<file path="src/rtl/hmtp_pkg.sv">
`timescale 1ns / 1ps
// Package for the height map token parser.
// Holds parse phases, character codes, register indexes, the token close record and a hex digit decode.
// No dependencies.
package hmtp_pkg;

    typedef enum logic [2:0] {
        PH_IDLE   = 3'd0,
        PH_HEIGHT = 3'd1,
        PH_COMMA  = 3'd2,
        PH_COLOR  = 3'd3,
        PH_SKIP   = 3'd4
    } t_phase;

    localparam logic [7:0] CH_NUL   = 8'h00;
    localparam logic [7:0] CH_MINUS = 8'h2D;
    localparam logic [7:0] CH_PLUS  = 8'h2B;
    localparam logic [7:0] CH_COMMA = 8'h2C;
    localparam logic [7:0] CH_LOW_X = 8'h78;
    localparam logic [7:0] CH_UP_X  = 8'h58;
    localparam logic [7:0] CH_0     = 8'h30;
    localparam logic [7:0] CH_9     = 8'h39;
    localparam logic [7:0] CH_UP_A  = 8'h41;
    localparam logic [7:0] CH_UP_F  = 8'h46;
    localparam logic [7:0] CH_LOW_A = 8'h61;
    localparam logic [7:0] CH_LOW_F = 8'h66;

    localparam logic [2:0] CFG_SEP_0     = 3'd0;
    localparam logic [2:0] CFG_SEP_1     = 3'd1;
    localparam logic [2:0] CFG_SEP_2     = 3'd2;
    localparam logic [2:0] CFG_SEP_3     = 3'd3;
    localparam logic [2:0] CFG_COL_COUNT = 3'd4;
    localparam logic [2:0] CFG_XY_SCALE  = 3'd5;
    localparam logic [2:0] CFG_Z_SCALE   = 3'd6;

    localparam logic [63:0] SEP_MASK_0_RST = 64'h0000_0001_0000_0400;

    // Token close record handed from the parser to the vertex stage
    typedef struct packed {
        logic        emit;
        logic [31:0] height;
        logic [31:0] color;
    } t_close;

    // Hex digit decode: bit 4 flags a digit, bits 3:0 carry its value
    function automatic logic [4:0] f_digit(input logic [7:0] b);
        logic [4:0] r;
        r = 5'd0;
        if (b >= CH_0 && b <= CH_9) begin
            r = {1'b1, 4'(b - CH_0)};
        end else if (b >= CH_UP_A && b <= CH_UP_F) begin
            r = {1'b1, 4'(b - CH_UP_A + 8'd10)};
        end else if (b >= CH_LOW_A && b <= CH_LOW_F) begin
            r = {1'b1, 4'(b - CH_LOW_A + 8'd10)};
        end
        return r;
    endfunction

endpackage

</file>
<file path="src/rtl/hmtp_text_if.sv">
`timescale 1ns / 1ps
// Channel interfaces for the height map token parser: text bytes in, vertices out.
// No dependencies.
interface hmtp_text_if;
    logic       valid;
    logic       ready;
    logic [7:0] text_byte;
    logic       final_byte;

    modport source (output valid, output text_byte, output final_byte, input ready);
    modport sink   (input valid, input text_byte, input final_byte, output ready);
endinterface

interface hmtp_vertex_if;
    logic               valid;
    logic               ready;
    logic        [31:0] token_index;
    logic signed [31:0] x_pos;
    logic signed [31:0] y_pos;
    logic signed [31:0] height;
    logic        [31:0] color;
    logic signed [31:0] height_min;
    logic signed [31:0] height_max;

    modport source (output valid, output token_index, output x_pos, output y_pos,
                    output height, output color, output height_min, output height_max,
                    input ready);
    modport sink   (input valid, input token_index, input x_pos, input y_pos,
                    input height, input color, input height_min, input height_max,
                    output ready);
endinterface

</file>
<file path="src/rtl/hmtp_parse.sv">
`timescale 1ns / 1ps
// Token parser: sign, height digits, optional comma and hex color per token.
// Depends on hmtp_pkg.
module hmtp_parse #(
    parameter int VALUE_WIDTH = 32
) (
    input  logic            i_clk,
    input  logic            i_rst_n,
    input  logic            i_step,
    input  logic [7:0]      i_byte,
    input  logic            i_fin,
    input  logic            i_sep,
    output hmtp_pkg::t_close o_close
);

    hmtp_pkg::t_phase         r_phase, n_phase;
    logic                     r_neg, n_neg;
    logic [VALUE_WIDTH-1:0]   r_acc, n_acc;
    logic [31:0]              r_color, n_color;
    logic                     r_pz, n_pz;
    logic                     r_ended, n_ended;

    // token state after this byte, before any close
    hmtp_pkg::t_phase         u_phase;
    logic                     u_neg;
    logic [VALUE_WIDTH-1:0]   u_acc;
    logic [31:0]              u_color;
    logic                     u_pz;

    logic [4:0]               dig;
    logic                     live;
    logic                     is_nul;
    logic                     emit;
    logic [VALUE_WIDTH-1:0]   signed_acc;

    assign dig    = hmtp_pkg::f_digit(i_byte);
    assign live   = i_step && !r_ended;
    assign is_nul = (i_byte == hmtp_pkg::CH_NUL);

    // byte update inside a token
    always_comb begin
        logic height_step;
        height_step = 1'b0;
        u_phase = r_phase;
        u_neg   = r_neg;
        u_acc   = r_acc;
        u_color = r_color;
        u_pz    = r_pz;
        case (r_phase)
            hmtp_pkg::PH_IDLE: begin
                u_phase = hmtp_pkg::PH_HEIGHT;
                if (i_byte == hmtp_pkg::CH_MINUS) begin
                    u_neg = 1'b1;
                end else if (i_byte != hmtp_pkg::CH_PLUS) begin
                    height_step = 1'b1;
                end
            end
            hmtp_pkg::PH_HEIGHT: height_step = 1'b1;
            hmtp_pkg::PH_COMMA: begin
                if (!dig[4]) begin
                    u_phase = hmtp_pkg::PH_SKIP;
                end else begin
                    u_color = {28'd0, dig[3:0]};
                    u_pz    = (dig[3:0] == 4'd0);
                    u_phase = hmtp_pkg::PH_COLOR;
                end
            end
            hmtp_pkg::PH_COLOR: begin
                u_pz = 1'b0;
                if (!(r_pz && (i_byte == hmtp_pkg::CH_LOW_X || i_byte == hmtp_pkg::CH_UP_X)))
                begin
                    if (!dig[4]) begin
                        u_phase = hmtp_pkg::PH_SKIP;
                    end else begin
                        u_color = {r_color[27:0], dig[3:0]};
                    end
                end
            end
            default: ;
        endcase
        if (height_step) begin
            if (dig[4]) begin
                u_acc = (r_acc << 3) + (r_acc << 1) + VALUE_WIDTH'(dig[3:0]);
            end else if (i_byte == hmtp_pkg::CH_COMMA) begin
                u_phase = hmtp_pkg::PH_COMMA;
            end else begin
                u_phase = hmtp_pkg::PH_SKIP;
            end
        end
    end

    // close decision
    always_comb begin
        if (is_nul || i_sep) begin
            emit = live && (r_phase != hmtp_pkg::PH_IDLE);
        end else begin
            emit = live && i_fin;
        end
    end

    // next state
    always_comb begin
        n_phase = r_phase;
        n_neg   = r_neg;
        n_acc   = r_acc;
        n_color = r_color;
        n_pz    = r_pz;
        n_ended = r_ended;
        if (live) begin
            if (is_nul || i_fin) begin
                n_ended = 1'b1;
            end
            if (!is_nul && !i_sep) begin
                n_phase = u_phase;
                n_neg   = u_neg;
                n_acc   = u_acc;
                n_color = u_color;
                n_pz    = u_pz;
            end
            if (emit) begin
                n_phase = hmtp_pkg::PH_IDLE;
                n_neg   = 1'b0;
                n_acc   = '0;
                n_color = 32'd0;
                n_pz    = 1'b0;
            end
        end
    end

    // outputs: on a separator or end byte the token holds its current state,
    // on a final data byte it carries this byte's update
    always_comb begin
        logic              sel_upd;
        logic              neg;
        logic [VALUE_WIDTH-1:0] acc;
        sel_upd = !is_nul && !i_sep;
        neg     = sel_upd ? u_neg : r_neg;
        acc     = sel_upd ? u_acc : r_acc;
        signed_acc     = neg ? (VALUE_WIDTH'(0) - acc) : acc;
        o_close.emit   = emit;
        o_close.height = 32'($signed(signed_acc));
        o_close.color  = sel_upd ? u_color : r_color;
    end

    always_ff @(posedge i_clk) begin
        if (!i_rst_n) begin
            r_phase <= hmtp_pkg::PH_IDLE;
            r_neg   <= 1'b0;
            r_acc   <= '0;
            r_color <= 32'd0;
            r_pz    <= 1'b0;
            r_ended <= 1'b0;
        end else begin
            r_phase <= n_phase;
            r_neg   <= n_neg;
            r_acc   <= n_acc;
            r_color <= n_color;
            r_pz    <= n_pz;
            r_ended <= n_ended;
        end
    end

endmodule

</file>
<file path="src/rtl/height_map_token_parser_top.sv">
`timescale 1ns / 1ps
// Height map token parser: one text byte per cycle in, one vertex per closed token out.
// Each byte passes the input register; the byte that closes a token loads its vertex into the
// result register, which drives the output. Throughput: 1 byte per cycle; the input stalls only
// while a held vertex waits on the output.
// Reset (synchronous, active low) clears the token state, counters and running extremes
// and loads the register defaults. Depends on hmtp_pkg, hmtp_text_if, hmtp_parse.
module height_map_token_parser_top #(
    parameter int VALUE_WIDTH = 32
) (
    input  logic                i_clk,
    input  logic                i_rst_n,
    hmtp_text_if.sink           i_text,
    hmtp_vertex_if.source       o_vertex,
    input  logic                psel,
    input  logic                penable,
    input  logic                pwrite,
    input  logic [5:0]          paddr,
    input  logic [63:0]         pwdata,
    output logic [63:0]         prdata,
    output logic                pready
);

    logic [63:0] r_sep_mask [4];
    logic [15:0] r_col_count;
    logic [15:0] r_xy_scale;
    logic [15:0] r_z_scale;

    logic        r_in_vld;
    logic [7:0]  r_in_byte;
    logic        r_in_fin;

    logic        r_out_vld;
    logic [31:0] r_out_index;
    logic [31:0] r_out_x;
    logic [31:0] r_out_y;
    logic [31:0] r_out_h;
    logic [31:0] r_out_color;

    logic [31:0] r_token_cnt;
    logic [15:0] r_col;
    logic [31:0] r_row;
    logic [31:0] r_min, n_min;
    logic [31:0] r_max, n_max;

    logic        advance;
    logic        accept;
    logic        step;
    logic        sep;
    logic        wr_en;
    logic [2:0]  reg_idx;
    logic [15:0] cols;
    logic [15:0] col_inc;
    hmtp_pkg::t_close close;

    // ---------------- configuration port ----------------
    assign pready  = 1'b1;
    assign wr_en   = psel && penable && pwrite;
    assign reg_idx = paddr[5:3];

    always_comb begin
        case (reg_idx)
            hmtp_pkg::CFG_SEP_0:     prdata = r_sep_mask[0];
            hmtp_pkg::CFG_SEP_1:     prdata = r_sep_mask[1];
            hmtp_pkg::CFG_SEP_2:     prdata = r_sep_mask[2];
            hmtp_pkg::CFG_SEP_3:     prdata = r_sep_mask[3];
            hmtp_pkg::CFG_COL_COUNT: prdata = {48'd0, r_col_count};
            hmtp_pkg::CFG_XY_SCALE:  prdata = {48'd0, r_xy_scale};
            hmtp_pkg::CFG_Z_SCALE:   prdata = {48'd0, r_z_scale};
            default:                 prdata = 64'd0;
        endcase
    end

    always_ff @(posedge i_clk) begin
        if (!i_rst_n) begin
            r_sep_mask[0] <= hmtp_pkg::SEP_MASK_0_RST;
            r_sep_mask[1] <= 64'd0;
            r_sep_mask[2] <= 64'd0;
            r_sep_mask[3] <= 64'd0;
            r_col_count   <= 16'd1;
            r_xy_scale    <= 16'd1;
            r_z_scale     <= 16'd1;
        end else if (wr_en) begin
            case (reg_idx)
                hmtp_pkg::CFG_SEP_0:     r_sep_mask[0] <= pwdata;
                hmtp_pkg::CFG_SEP_1:     r_sep_mask[1] <= pwdata;
                hmtp_pkg::CFG_SEP_2:     r_sep_mask[2] <= pwdata;
                hmtp_pkg::CFG_SEP_3:     r_sep_mask[3] <= pwdata;
                hmtp_pkg::CFG_COL_COUNT: r_col_count   <= pwdata[15:0];
                hmtp_pkg::CFG_XY_SCALE:  r_xy_scale    <= pwdata[15:0];
                hmtp_pkg::CFG_Z_SCALE:   r_z_scale     <= pwdata[15:0];
                default: ;
            endcase
        end
    end

    // ---------------- input register ----------------
    assign advance      = !r_out_vld || o_vertex.ready;
    assign i_text.ready = !r_in_vld || advance;
    assign accept       = i_text.valid && i_text.ready;
    assign step         = r_in_vld && advance;

    always_ff @(posedge i_clk) begin
        if (!i_rst_n) begin
            r_in_vld <= 1'b0;
        end else if (accept) begin
            r_in_vld <= 1'b1;
        end else if (advance) begin
            r_in_vld <= 1'b0;
        end
    end

    always_ff @(posedge i_clk) begin
        if (accept) begin
            r_in_byte <= i_text.text_byte;
            r_in_fin  <= i_text.final_byte;
        end
    end

    assign sep = r_sep_mask[r_in_byte[7:6]][r_in_byte[5:0]];

    hmtp_parse #(
        .VALUE_WIDTH (VALUE_WIDTH)
    ) u_parse (
        .i_clk   (i_clk),
        .i_rst_n (i_rst_n),
        .i_step  (step),
        .i_byte  (r_in_byte),
        .i_fin   (r_in_fin),
        .i_sep   (sep),
        .o_close (close)
    );

    // ---------------- vertex stage ----------------
    assign cols    = (r_col_count == 16'd0) ? 16'd1 : r_col_count;
    assign col_inc = r_col + 16'd1;

    always_comb begin
        n_min = r_min;
        n_max = r_max;
        if ($signed(close.height) < $signed(r_min)) begin
            n_min = close.height;
        end
        if ($signed(close.height) > $signed(r_max)) begin
            n_max = close.height;
        end
    end

    always_ff @(posedge i_clk) begin
        if (!i_rst_n) begin
            r_token_cnt <= 32'd0;
            r_col       <= 16'd0;
            r_row       <= 32'd0;
            r_min       <= 32'h7FFF_FFFF;
            r_max       <= 32'h8000_0000;
        end else if (step && close.emit) begin
            r_token_cnt <= r_token_cnt + 32'd1;
            r_min       <= n_min;
            r_max       <= n_max;
            if (col_inc >= cols) begin
                r_col <= 16'd0;
                r_row <= r_row + 32'd1;
            end else begin
                r_col <= col_inc;
            end
        end
    end

    always_ff @(posedge i_clk) begin
        if (!i_rst_n) begin
            r_out_vld <= 1'b0;
        end else if (step && close.emit) begin
            r_out_vld <= 1'b1;
        end else if (o_vertex.ready) begin
            r_out_vld <= 1'b0;
        end
    end

    always_ff @(posedge i_clk) begin
        if (step && close.emit) begin
            r_out_index <= r_token_cnt;
            r_out_x     <= {16'd0, r_col} * {16'd0, r_xy_scale};
            r_out_y     <= 32'(r_row * {16'd0, r_xy_scale});
            r_out_h     <= 32'(close.height * {{16{r_z_scale[15]}}, r_z_scale});
            r_out_color <= close.color;
        end
    end

    // running extremes already include the vertex held in the output register
    assign o_vertex.valid       = r_out_vld;
    assign o_vertex.token_index = r_out_index;
    assign o_vertex.x_pos       = r_out_x;
    assign o_vertex.y_pos       = r_out_y;
    assign o_vertex.height      = r_out_h;
    assign o_vertex.color       = r_out_color;
    assign o_vertex.height_min  = r_min;
    assign o_vertex.height_max  = r_max;

    // ---------------- checks ----------------
    a_emit_loads_index: assert property (@(posedge i_clk) disable iff (!i_rst_n)
        step && close.emit |=> r_out_vld && r_out_index == $past(r_token_cnt))
        else $error("vertex index does not match token count");

    a_count_advances: assert property (@(posedge i_clk) disable iff (!i_rst_n)
        step && close.emit |=> r_token_cnt == $past(r_token_cnt) + 32'd1)
        else $error("token count did not advance on close");

    a_min_le_max: assert property (@(posedge i_clk) disable iff (!i_rst_n)
        r_token_cnt != 32'd0 |-> $signed(r_min) <= $signed(r_max))
        else $error("running min above running max");

    a_hold_on_stall: assert property (@(posedge i_clk) disable iff (!i_rst_n)
        r_out_vld && !o_vertex.ready |-> !step)
        else $error("parser advanced while a vertex was held");

endmodule

</file>
<file path="src/flat_wrapper.sv">
// flat-port wrapper written by rule: the top's interface ports become plain ports
module height_map_token_parser_top_flat 
#(
    parameter int VALUE_WIDTH = 32
)
  (i_clk, i_rst_n, psel, penable, pwrite, paddr, pwdata, prdata, pready, i_text_valid, i_text_text_byte, i_text_final_byte, i_text_ready, o_vertex_valid, o_vertex_token_index, o_vertex_x_pos, o_vertex_y_pos, o_vertex_height, o_vertex_color, o_vertex_height_min, o_vertex_height_max, o_vertex_ready);
  hmtp_text_if i_text_i ();
  hmtp_vertex_if o_vertex_i ();
  input  logic i_clk;
  input  logic i_rst_n;
  input  logic psel;
  input  logic penable;
  input  logic pwrite;
  input  logic [5:0] paddr;
  input  logic [63:0] pwdata;
  output logic [63:0] prdata;
  output logic pready;
  input wire logic [$bits(i_text_i.valid)-1:0] i_text_valid;
  input wire logic [$bits(i_text_i.text_byte)-1:0] i_text_text_byte;
  input wire logic [$bits(i_text_i.final_byte)-1:0] i_text_final_byte;
  output wire logic [$bits(i_text_i.ready)-1:0] i_text_ready;
  output wire logic [$bits(o_vertex_i.valid)-1:0] o_vertex_valid;
  output wire logic [$bits(o_vertex_i.token_index)-1:0] o_vertex_token_index;
  output wire logic [$bits(o_vertex_i.x_pos)-1:0] o_vertex_x_pos;
  output wire logic [$bits(o_vertex_i.y_pos)-1:0] o_vertex_y_pos;
  output wire logic [$bits(o_vertex_i.height)-1:0] o_vertex_height;
  output wire logic [$bits(o_vertex_i.color)-1:0] o_vertex_color;
  output wire logic [$bits(o_vertex_i.height_min)-1:0] o_vertex_height_min;
  output wire logic [$bits(o_vertex_i.height_max)-1:0] o_vertex_height_max;
  input wire logic [$bits(o_vertex_i.ready)-1:0] o_vertex_ready;
  assign i_text_i.valid = i_text_valid;
  assign i_text_i.text_byte = i_text_text_byte;
  assign i_text_i.final_byte = i_text_final_byte;
  assign i_text_ready = i_text_i.ready;
  assign o_vertex_valid = o_vertex_i.valid;
  assign o_vertex_token_index = o_vertex_i.token_index;
  assign o_vertex_x_pos = o_vertex_i.x_pos;
  assign o_vertex_y_pos = o_vertex_i.y_pos;
  assign o_vertex_height = o_vertex_i.height;
  assign o_vertex_color = o_vertex_i.color;
  assign o_vertex_height_min = o_vertex_i.height_min;
  assign o_vertex_height_max = o_vertex_i.height_max;
  assign o_vertex_i.ready = o_vertex_ready;
  height_map_token_parser_top #(.VALUE_WIDTH(VALUE_WIDTH)) u_core (.i_clk(i_clk), .i_rst_n(i_rst_n), .i_text(i_text_i), .o_vertex(o_vertex_i), .psel(psel), .penable(penable), .pwrite(pwrite), .paddr(paddr), .pwdata(pwdata), .prdata(prdata), .pready(pready));
endmodule
</file>
<file path="config.mk">
export PLATFORM = sky130hd
export DESIGN_NAME = height_map_token_parser_top_flat
export DESIGN_NICKNAME = d
export VERILOG_FILES = /design/src/rtl/hmtp_pkg.sv /design/src/rtl/hmtp_text_if.sv /design/src/rtl/hmtp_parse.sv /design/src/rtl/height_map_token_parser_top.sv /design/src/flat_wrapper.sv
export SDC_FILE = /design/constraint.sdc
export NUM_CORES = 2
export LEC_CHECK = 0
export ABC_AREA = 0
export BUFFER_PORTS_ARGS = -buffer_cell sky130_fd_sc_hd__buf_4
export CAP_MARGIN = 0
export CORE_MARGIN = 2
export CORE_UTILIZATION = 45
export DETAILED_ROUTE_END_ITERATION = 10
export HOLD_SLACK_MARGIN = 0.12
export PLACE_DENSITY = 0.62
export SYNTH_ARGS = -nofsm -noshare
export SYNTH_HDL_FRONTEND = slang
export SYNTH_SLANG_ARGS = --single-unit
export TNS_END_PERCENT = 100
</file>
<file path="constraint.sdc">
create_clock -name i_clk -period 25.6 [get_ports i_clk]
set_clock_uncertainty 0.2 [all_clocks]
set_input_delay 1.28 -clock i_clk [delete_from_list [all_inputs] [get_ports i_clk]]
set_output_delay 1.28 -clock i_clk [all_outputs]
set_load 0.01 [all_outputs]
</file>
==> metrics.yaml <==
detailed_routing:
  ant_nets: 0
  first_iter_violations: 3719
  avgRoutedWirePerCell_um: 20.7
  wl_um: 187000
  vias: 49300
  drc: 0
  dr.pass1.iters: 6
  vias_per_cell: 5.46
cts:
  htree_levels: 3
  cts_resized: 0
  root_buffer: "clkbuf_16"
  postCtsHoldBufs: 0
  cts_buffers: 86
  clk_path_buf_depth: 3
  path_clk_slew_ns: 0.07
  clk_latency_ns: 0.76
  cts_tree: "built"
  cts_setup_buffers: 0
  cts_sinks: 691
placed_design:
  place_ws_ns: 11.68
  place_area_um2: 70700
  detailed_place_hpwl_um: 133000
  portBuffers: 372
  globalplace.congestion: 0.895
floorplan:
  initial_core_util_pct: 45.3
  row_count: 140
  core_um2: 146000
  die_h_um: 387
  ios: 377
  die_w_um: 387
  dieArea_um2: 149000
worst_setup_path:
  path_delay_family: "XOR/XNOR gates"
  worst_ep_arrival_time_ns: 14.37
  cp_common_cell: "xnor2_1"
  crit_slowest_cell: "a2111oi_2"
  critPathBufInv: 5
  cp_max_fo: 23
  critPathLaunchType: "register"
  critPathRequiredTime_ns: 25.82
  reg2reg_slack_ns: 11.46
  worstSetupEndpointType: "register"
  cpPeakStageDelay_ns: 0.78
  critPathKind: "reg -> reg"
yosys:
  synth-seq-cells: 691
  synth_warnings: 0
  synth_edf_count: 425
  netlist_instances: 6844
  syn_area_um2: 65900
  synth_async_sr_flop_share_pct: 0
  yosysUniqueCellTypes: 83
  syn_avg_cell_area_um2: 9.63
  synth_top_area_share_pct: 24.4
  synthTopCellsByArea: "fa_1, edfxtp_1, dfxtp_1"
  ys.flop_type: "edfxtp_1"
  synth_top_cell_by_area: "fa_1"
  seq_area_frac_synth_pct: 27.5
  synth.net_count: 8141
timing:
  fin_crit_sh_pct: 55.2
  slew-limit-headroom_pct: 18.0
  finalSetupViolCount: 0
  hold_viol_final: 0
  tns_ns: 0
  max_freq_mhz: 70.7
  layout_min_cycle_time_ns: 14.14
  whs_ns: 0.276
  drv_slew: 0
  worst_slack_ns: 11.46
  rsz0062_at_grt: "no"
  worst_slew_pin_slew_ns: 1.23
min_path:
  hp-class: "reg -> reg"
layout:
  syn_to_final_growth_pct: 11.9
  drive_above_1_share_pct: 11.3
  fin_util_pct: 50.7
  finalNetCount: 8321
  fillers: 13300
  final_area_um2: 73700
global_routing:
  grt_first_pass_wirelength_um: 296000
  grt_max_degree: 90
  grt_pass1_vias: 51200
  antenna_found_initial: 20
  grt_overflow: 0
  grt.total_usage_pct: 25.2
flow_run:
  maxCapViolCount: 0
power_and_ir_drop:
  leakagePower_nw: 31.2
  vdd.ir_drop.worst_mv: 0.0532
  p_per_area_nw_per_um2: 38.3
status:
  status: "complete, no violations"
## state kept, by name, indices dropped and copies added, names as in the netlist, 3 cells and up, named ones only
signal                       cells
u_core.o_vertex.height          32
u_core.r_xy_scale               16
u_core.r_row                    32
u_core.o_vertex.color           32
u_core.r_token_cnt              32
u_core.r_col                    16
u_core.u_parse.r_acc            32
u_core.o_vertex.y_pos           32
u_core.r_sep_mask              256
u_core.o_vertex.height_min      32
u_core.u_parse.r_phase           3
u_core.o_vertex.token_index     32
u_core.r_in_byte                 8
u_core.o_vertex.x_pos           32
u_core.o_vertex.height_max      32
u_core.r_z_scale                16
u_core.r_col_count              16
u_core.u_parse.r_color          32
## cell usage in the layout (no fill, tap or decap), types with 15 or more instances in the layout
master,instances
edfxtp_1,425
mux2_2,31
nor2_1,242
a31oi_1,17
mux4_2,69
mux2i_1,85
a22o_1,23
nor3_1,53
o21bai_1,38
buf_4,493
clkbuf_16,89
o21ai_0,114
o211ai_1,34
nor4_1,28
nand2_1,1054
nand4_1,37
ha_1,408
nor2b_1,50
a21oi_1,195
nand3_1,62
nand2b_1,57
and3_1,28
inv_1,1017
dfxtp_1,260
a22oi_1,181
or3_1,25
a21o_1,48
o31ai_1,17
xor2_1,62
and2_1,612
fa_1,803
xnor2_1,153
a211oi_1,15
clkbuf_1,18
## power breakdown
part | total (mW) | internal [mW] | leakage [nW] | switching (mW)
combinational | 0.288 | 0.111 | 23.7 | 0.177
clock | 1.28 | 0.735 | 1.42 | 0.547
sequential | 1.26 | 1.23 | 6.03 | 0.0275
total | 2.83 | 2.08 | 31.2 | 0.751
## synthesized netlist by cell type, types with 48 or more instances
cell      instances
mux4_2           69
nand3_1          62
nand2_1        1056
nand2b_1         57
edfxtp_1        425
o21ai_0         116
nor3_1           57
xor2_1           63
mux2i_1          87
nor2_1          248
ha_1            408
nor2b_1          51
dfxtp_1         266
xnor2_1         160
a21o_1           48
clkbuf_1        364
a21oi_1         203
fa_1            803
inv_1          1017
a22oi_1         181
and2_1          613
## per-layer routing
| metal | up-vias | wire (um) | global-route usage [%] |
|---|---|---|---|
| li1 | 22400 | - | - |
| met1 | 24900 | 79000 | 33.5 |
| met2 | 1649 | 89400 | 42.2 |
| met3 | 291 | 12900 | 4.12 |
| met4 | 18 | 5590 | 8.10 |
| met5 | - | 124 | 0 |
## logic make-up after synthesis
| family | share of synthesized area [%] |
|---|---|
| simple gates | 16.9 |
| buf+inv | 8.20 |
| fa+ha+maj | 32.1 |
| compound gates | 7.92 |
| flops | 27.5 |
| xor+xnor | 3.13 |
| mux | 4.21 |
| other cells | 0.00569 |
## stage by stage
step | power (mW) | std cells
6_report | 2.83 | 9024
4_1_cts | 2.86 | 9015
5_1_grt | 2.93 | 9021
2_1_floorplan | 1.43 | 6844
3_5_place_dp | 1.57 | 8853
3_3_place_gp | 1.56 | 8853
## path summary, 6_finish.rpt
kind,from,endpoint,cells after the start
max,u_core.r_in_byte[1],u_core.o_vertex.height[31],41
min,u_core.r_token_cnt[26],u_core.o_vertex.token_index[26],0
max reg2reg,u_core.r_in_byte[1],u_core.o_vertex.height[31],41
min reg2reg,u_core.r_token_cnt[26],u_core.o_vertex.token_index[26],0
## final cells by class
class	count	area, um2	share of cell area [%]
Tap cell	1917	2400	3.25
Antenna cell	9	22.5	0.0305
Timing Repair Buffer	494	3720	5.05
Clock buffer	112	2360	3.21
Clock inverter	50	628	0.852
Inverter	1022	3850	5.22
Multi-Input combinational cell	4729	42700	57.9
Sequential cell	691	18100	24.5
(Power assumes the default switching activity.)
